**config.mk**
```make
export PLATFORM = sky130hd
export DESIGN_NAME = strict_ipv4_dotted_quad_parser_unit
export DESIGN_NICKNAME = d
export VERILOG_FILES = /design/src/hdl/ipv4p_pkg.sv /design/src/hdl/ipv4p_step.sv /design/src/hdl/strict_ipv4_dotted_quad_parser_unit.sv
export VERILOG_INCLUDE_DIRS = /design/src /design/src/hdl
export SDC_FILE = /design/constraint.sdc
export NUM_CORES = 1
export LEC_CHECK = 0
export BUFFER_PORTS_ARGS = -buffer_cell sky130_fd_sc_hd__buf_2
export CORE_MARGIN = 8
export CORE_UTILIZATION = 53
export CTS_CLUSTER_DIAMETER = 50
export DETAILED_ROUTE_END_ITERATION = 10
export GPL_ROUTABILITY_DRIVEN = 1
export PLACE_DENSITY = 0.83
export REMOVE_ABC_BUFFERS = 1
export SKIP_CTS_REPAIR_TIMING = 1
export SLEW_MARGIN = 20
export SYNTH_ARGS = -nofsm -noshare
export SYNTH_HDL_FRONTEND = slang
export SYNTH_SLANG_ARGS = --single-unit
export TNS_END_PERCENT = 5
```
**constraint.sdc**
```tcl
create_clock -name clock -period 3 [get_ports clock]
set_input_delay 0.6 -clock clock [delete_from_list [all_inputs] [get_ports clock]]
set_output_delay 0.6 -clock clock [all_outputs]
set_load 0.02 [all_outputs]
```
**src/hdl/strict_ipv4_dotted_quad_parser_unit_defines.svh**
```systemverilog
// Assertion macros for the strict IPv4 dotted-quad parser.
// Used by the top level only; depends on a clock named clock and a reset named reset.
`ifndef STRICT_IPV4_DOTTED_QUAD_PARSER_UNIT_DEFINES_SVH
`define STRICT_IPV4_DOTTED_QUAD_PARSER_UNIT_DEFINES_SVH

// The consequent must hold in the same cycle as the antecedent.
`define IPV4P_ASSERT_NOW(label, ante, cons, msg) \
   label: assert property (@(posedge clock) disable iff (reset) (ante) |-> (cons)) \
      else $error(msg);

// The consequent must hold in the cycle after the antecedent.
`define IPV4P_ASSERT_NEXT(label, ante, cons, msg) \
   label: assert property (@(posedge clock) disable iff (reset) (ante) |=> (cons)) \
      else $error(msg);

`endif

```
**src/hdl/ipv4p_pkg.sv**
```systemverilog
// Shared types and character constants for the strict IPv4 dotted-quad parser.
// No dependencies; used by ipv4p_step and the top level.
package ipv4p_pkg;

   localparam logic [7:0] CH_ZERO = 8'h30;
   localparam logic [7:0] CH_NINE = 8'h39;
   localparam logic [7:0] CH_DOT  = 8'h2E;
   localparam logic [9:0] OCTET_MAX = 10'd255;
   localparam logic [1:0] MAX_DIGITS = 2'd3;
   localparam logic [1:0] LAST_OCTET = 2'd3;

   typedef struct packed {
      logic        rejected;
      logic        inside_octet;
      logic [1:0]  octet_number;
      logic [1:0]  digit_count;
      logic [9:0]  octet_accum;
      logic [23:0] upper_octets;
   } parse_state_type;

   typedef struct packed {
      logic        is_valid;
      logic [31:0] address;
   } result_type;

endpackage

```
**src/hdl/ipv4p_step.sv**
```systemverilog
// Per-character next-state logic and end-of-string result for the parser.
// Depends on ipv4p_pkg for the state and result types and character codes.
module ipv4p_step (
   input  ipv4p_pkg::parse_state_type state_cur,
   input  logic [7:0]                 char_code,
   input  logic                       last_char,
   output ipv4p_pkg::parse_state_type state_nxt,
   output ipv4p_pkg::result_type      result
);

   ipv4p_pkg::parse_state_type taken;
   logic [9:0] times_ten;
   logic [9:0] digit_val;
   logic       ok;

   assign times_ten = {state_cur.octet_accum[6:0], 3'b000}
                    + {state_cur.octet_accum[8:0], 1'b0};
   assign digit_val = {2'b00, char_code - ipv4p_pkg::CH_ZERO};

   always_comb begin
      taken = state_cur;
      if (!state_cur.rejected) begin
         if (char_code inside {[ipv4p_pkg::CH_ZERO : ipv4p_pkg::CH_NINE]}) begin
            if (state_cur.digit_count >= ipv4p_pkg::MAX_DIGITS) begin
               taken.rejected = 1'b1;
            end else begin
               taken.octet_accum  = times_ten + digit_val;
               taken.digit_count  = state_cur.digit_count + 2'd1;
               taken.inside_octet = 1'b1;
            end
         end else if (char_code == ipv4p_pkg::CH_DOT) begin
            if (!state_cur.inside_octet || state_cur.octet_number >= ipv4p_pkg::LAST_OCTET
                || state_cur.octet_accum > ipv4p_pkg::OCTET_MAX) begin
               taken.rejected = 1'b1;
            end else begin
               taken.upper_octets = {state_cur.upper_octets[15:0],
                                     state_cur.octet_accum[7:0]};
               taken.octet_number = state_cur.octet_number + 2'd1;
               taken.inside_octet = 1'b0;
               taken.digit_count  = 2'd0;
               taken.octet_accum  = 10'd0;
            end
         end else begin
            taken.rejected = 1'b1;
         end
      end
   end

   assign ok = !taken.rejected && taken.inside_octet
             && (taken.octet_number == ipv4p_pkg::LAST_OCTET)
             && (taken.octet_accum <= ipv4p_pkg::OCTET_MAX);

   assign result.is_valid = ok;
   assign result.address  = ok ? {taken.upper_octets, taken.octet_accum[7:0]} : 32'd0;

   // The final character of a string returns the parser to its start state.
   assign state_nxt = last_char ? '0 : taken;

endmodule

```
**src/hdl/strict_ipv4_dotted_quad_parser_unit.sv**
```systemverilog
// Top level of the strict IPv4 dotted-quad parser: input register, parse state,
// result register. Depends on ipv4p_pkg, ipv4p_step and the assertion macro header.
//
// Usage: a string is fed one character per item on the req_ channel
// (req_char_code, with req_last_char set on its final character). Only the final
// character produces an item on the rsp_ channel: rsp_is_valid says whether the
// whole string was exactly four decimal octets of value 0 to 255 joined by dots,
// and rsp_address holds the address with the first octet in bits 31..24, or zero.
// Throughput is one character per cycle, set by the single registered pass of
// the per-character step logic, except when a final character must wait for the
// result slot. The final character is held in the input register; its result is
// loaded into the result register, which drives rsp_valid, once the slot is free.
// While the result register holds an item the receiver has not taken, ordinary
// characters keep flowing; only a further final character waits in the input
// register, and req_ready drops until the result slot frees.
// A synchronous active-high reset empties both registers and clears the parse
// state, so the next character starts a fresh string.
`include "strict_ipv4_dotted_quad_parser_unit_defines.svh"

module strict_ipv4_dotted_quad_parser_unit (
   input  logic        clock,
   input  logic        reset,
   input  logic        req_valid,
   output logic        req_ready,
   input  logic [7:0]  req_char_code,
   input  logic        req_last_char,
   output logic        rsp_valid,
   input  logic        rsp_ready,
   output logic        rsp_is_valid,
   output logic [31:0] rsp_address
);

   logic                       in_valid_ff;
   logic                       in_valid_in;
   logic [7:0]                 char_ff;
   logic                       last_ff;
   ipv4p_pkg::parse_state_type state_ff;
   ipv4p_pkg::parse_state_type state_in;
   ipv4p_pkg::result_type      result_ff;
   ipv4p_pkg::result_type      step_result;
   logic                       rsp_valid_ff;
   logic                       rsp_valid_in;
   logic                       slot_free;
   logic                       proc_fire;
   logic                       req_fire;

   assign slot_free = !rsp_valid_ff || rsp_ready;
   assign proc_fire = in_valid_ff && (!last_ff || slot_free);
   assign req_ready = !in_valid_ff || proc_fire;
   assign req_fire  = req_valid && req_ready;

   ipv4p_step u_step (
      .state_cur (state_ff),
      .char_code (char_ff),
      .last_char (last_ff),
      .state_nxt (state_in),
      .result    (step_result)
   );

   assign in_valid_in  = req_fire || (in_valid_ff && !proc_fire);
   assign rsp_valid_in = (proc_fire && last_ff) || (rsp_valid_ff && !rsp_ready);

   always_ff @(posedge clock) begin
      if (reset) begin
         in_valid_ff  <= 1'b0;
         rsp_valid_ff <= 1'b0;
         state_ff     <= '0;
      end else begin
         in_valid_ff  <= in_valid_in;
         rsp_valid_ff <= rsp_valid_in;
         if (proc_fire) begin
            state_ff <= state_in;
         end
      end
   end

   always_ff @(posedge clock) begin
      if (req_fire) begin
         char_ff <= req_char_code;
         last_ff <= req_last_char;
      end
      if (proc_fire && last_ff) begin
         result_ff <= step_result;
      end
   end

   assign rsp_valid    = rsp_valid_ff;
   assign rsp_is_valid = result_ff.is_valid;
   assign rsp_address  = result_ff.address;

   `IPV4P_ASSERT_NOW(a_invalid_zero_address, rsp_valid_ff && !result_ff.is_valid, result_ff.address == 32'd0, "invalid result carries a non-zero address")
   `IPV4P_ASSERT_NEXT(a_clear_after_last, proc_fire && last_ff, state_ff == '0, "parse state not cleared after the final character")
   `IPV4P_ASSERT_NOW(a_stall_only_on_last, in_valid_ff && !req_ready, last_ff && rsp_valid_ff && !rsp_ready, "input stalled without a blocked final character")

endmodule
```
==> impl_metrics.json <==
{
  "status": "finished clean",
  "min_period_ns": 2.97,
  "clockBufferDepth": 2,
  "ant_nets": 0,
  "synth_top_family_by_area": "simple AND/OR/NAND/NOR gates",
  "grt_pass1_wl_mm": 14.3,
  "syn_to_final_growth_pct": 15.8,
  "synth_area_um2": 4140,
  "cts.clk_slew.worst_paths_ns": 0.07,
  "synthXorXnorAreaFrac_pct": 1.48,
  "die_h_um": 104,
  "required_ns": 3.18,
  "antenna_found_initial": 0,
  "grt_pass1_vias": 2915,
  "dr.pass1.iters": 4,
  "tightest_slew_ns": 0.811,
  "seq_area_frac_synth_pct": 50.8,
  "rows": 32,
  "die_area_um2": 10900,
  "vias": 2901,
  "grt-ovfl-total": 0,
  "layout.nets": 434,
  "async_flop_share_pct": 0,
  "drive_above_1_share_pct": 30.1,
  "cp-start-kind": "register",
  "drt_iter0_drc": 157,
  "yosys.area_share.simple_pct": 16.7,
  "netlist_instances": 351,
  "n_fill_cell": 613,
  "coreArea_um2": 7650,
  "power_mw": 2.19,
  "rsz0062_at_grt": "yes",
  "wirelength_mm": 8.52,
  "synth_compound_area_share_pct": 14.0,
  "n_antenna_cell": 0,
  "ctsRootBufferMaster": "clkbuf_8",
  "fin_util_pct": 62.7,
  "synth_ff_type": "edfxtp_1",
  "whs_ns": 0.420,
  "via_per_inst": 5.72,
  "grt_use_total_pct": 16.1,
  "htreeDepth": 3,
  "setup_viol": 0,
  "place_congestion": 0.861,
  "hold_viol": 0,
  "fmax_mhz": 337,
  "power_density_nw_per_um2": 456,
  "cp.arrival_ns": 3.15,
  "fin_skew_ns": 0.0102,
  "cts.sinks": 84,
  "worst_path_max_delay_cell": "fa_1",
  "max_stage_delay_ns": 0.48,
  "critPathKind": "reg2reg",
  "synth-adder-area-share_pct": 7.13,
  "path_cells": "ha_1, xnor2_1, fa_1, ha_4, nand2_1, a211o_1, a21oi_2, o2111ai_4, buf_12, a211oi_1",
  "drc_errors": 0,
  "top_level_ports": 48,
  "ir_drop_mv": 0.267,
  "clk_latency_ns": 0.36,
  "synth-edff-count": 42,
  "yosys_warnings": 0,
  "dp_hpwl_mm": 5.91,
  "fin_crit_sh_pct": 99.0,
  "cts_tree": "done",
  "wl_per_cell_um": 16.8,
  "finalMaxSlewViolations": 0,
  "initial_core_util_pct": 54.1,
  "maxCapViolations": 0,
  "avgSynthCellArea_um2": 11.8,
  "min_path_type": "in2reg",
  "p_leak_nw": 1.95,
  "ys_types": 57,
  "cp-end-kind": "register",
  "numCtsBuffers": 9,
  "ys_seq_elements": 84,
  "io_buffers": 47,
  "slew_headroom_pct": 45.9,
  "crit_fanout": 16,
  "synth_mux_area_share_pct": 5.68,
  "die_x_um": 104,
  "grt_max_degree": 38
}
## synth_stat cells (2+ instances only)
| cell | n | area, um^2 |
|---|---|---|
| a22oi_1 | 31 | 233 |
| nand3_1 | 2 | 10.0 |
| nand2b_1 | 2 | 12.5 |
| edfxtp_1 | 42 | 1260 |
| nor4_1 | 2 | 12.5 |
| a22o_1 | 7 | 61.3 |
| a211oi_1 | 2 | 15.0 |
| and3_1 | 4 | 25.0 |
| clkbuf_1 | 6 | 22.5 |
| ha_1 | 14 | 175 |
| nand2_1 | 6 | 22.5 |
| xnor2_1 | 6 | 52.6 |
| o21a_1 | 2 | 15.0 |
| nor2_1 | 39 | 146 |
| dfxtp_1 | 42 | 841 |
| a21oi_1 | 15 | 75.1 |
| buf_2 | 12 | 60.1 |
| o21ai_0 | 2 | 10.0 |
| nor3_2 | 30 | 300 |
| buf_6 | 3 | 33.8 |
| nor3_1 | 4 | 20.0 |
| inv_1 | 14 | 52.6 |
| nand3b_1 | 2 | 15.0 |
| a21o_1 | 3 | 22.5 |
| fa_1 | 6 | 120 |
| mux2i_1 | 22 | 220 |
## final timing paths
| path | from | end | slack, ns | cells past startpoint |
|---|---|---|---|---|
| max | char_ff[4] | rsp_address[6] | 0.03 | 10 |
| min reg2reg | state_ff[33] | state_ff[33] | 0.50 | 1 |
| max reg2reg | char_ff[4] | rsp_address[6] | 0.03 | 10 |
| min | req_last_char | last_ff | 0.42 | 1 |
## metal layers
metal  track usage, %  routed length (um)  vias to the layer above  share of wire, %
met3             3.72                 430                       16               5.0
li1                 -                   -                     1403                 -
met4             7.55                 169                        0               2.0
met2             26.5                4340                       69                51
met1             19.4                3570                     1413                42
met5                0                   0                        -                 0
## power breakdown
group	total, mW	internal [mW]	switching [mW]
registers	1.22	1.21	0.0123
logic	0.115	0.0424	0.0725
clock network	0.848	0.462	0.387
## cell type report
class	instances	area, um^2	share of cell area [%]
Clock inverter	5	77.6	1.62
Inverter	14	52.6	1.10
Timing Repair Buffer	61	390	8.14
Sequential cell	84	2100	43.8
Tap cell	102	128	2.66
Multi-Input combinational cell	231	1920	40.0
Clock buffer	10	128	2.66
## stage by stage
step	cells	worst slack (ns)	area [um^2]	setup TNS (ns)
3_5_place_dp	492	-0.0109	4540	-0.0269
2_1_floorplan	329	-1.60	4020	-51.73
6_report	507	0.0308	4790	0
4_1_cts	507	-0.0743	4750	-0.262
5_1_grt	507	-0.146	4790	-2.78
3_3_place_gp	492	0.0502	4540	0
## placed cells by master, fill, tap and decap left out, drive strengths merged, types with 3 or more instances in the layout
master	instances
and3	4
o21ai	3
dfxtp	42
fa	6
a21o	3
nor2	40
clkbuf	10
a22oi	31
nor4	3
ha	14
mux2i	22
xnor2	6
a22o	7
nand2	6
buf	61
edfxtp	42
nor3	34
a21oi	15
inv	14
## worst max-delay path, delay by kind of cell (launching register included)
kind | cells | cell delay, ns
xor gates and xnor gates | 1 | 0.17
buffers and inverters | 1 | 0.21
AOI/OAI and AO/OA | 4 | 0.89
adders and majority gates | 3 | 1.03
DFF | 1 | 0.42
and+or+nand+nor | 1 | 0.07
## sequential cells by signal, summed over array words and instances, names as in the netlist
register	flops
last_ff	1
char_ff	8
in_valid_ff	1
rsp_address	32
rsp_is_valid	1
state_ff	40
rsp_valid	1
## cell families after synthesis
logic type / after synthesis
and+or+nand+nor: 104
DFF: 84
AOI/OAI and AO/OA: 77
buffers and inverters: 36
muxes: 23
adders and majority gates: 20
xor gates and xnor gates: 7
No activity file was read; power rests on OpenSTA's default activity.
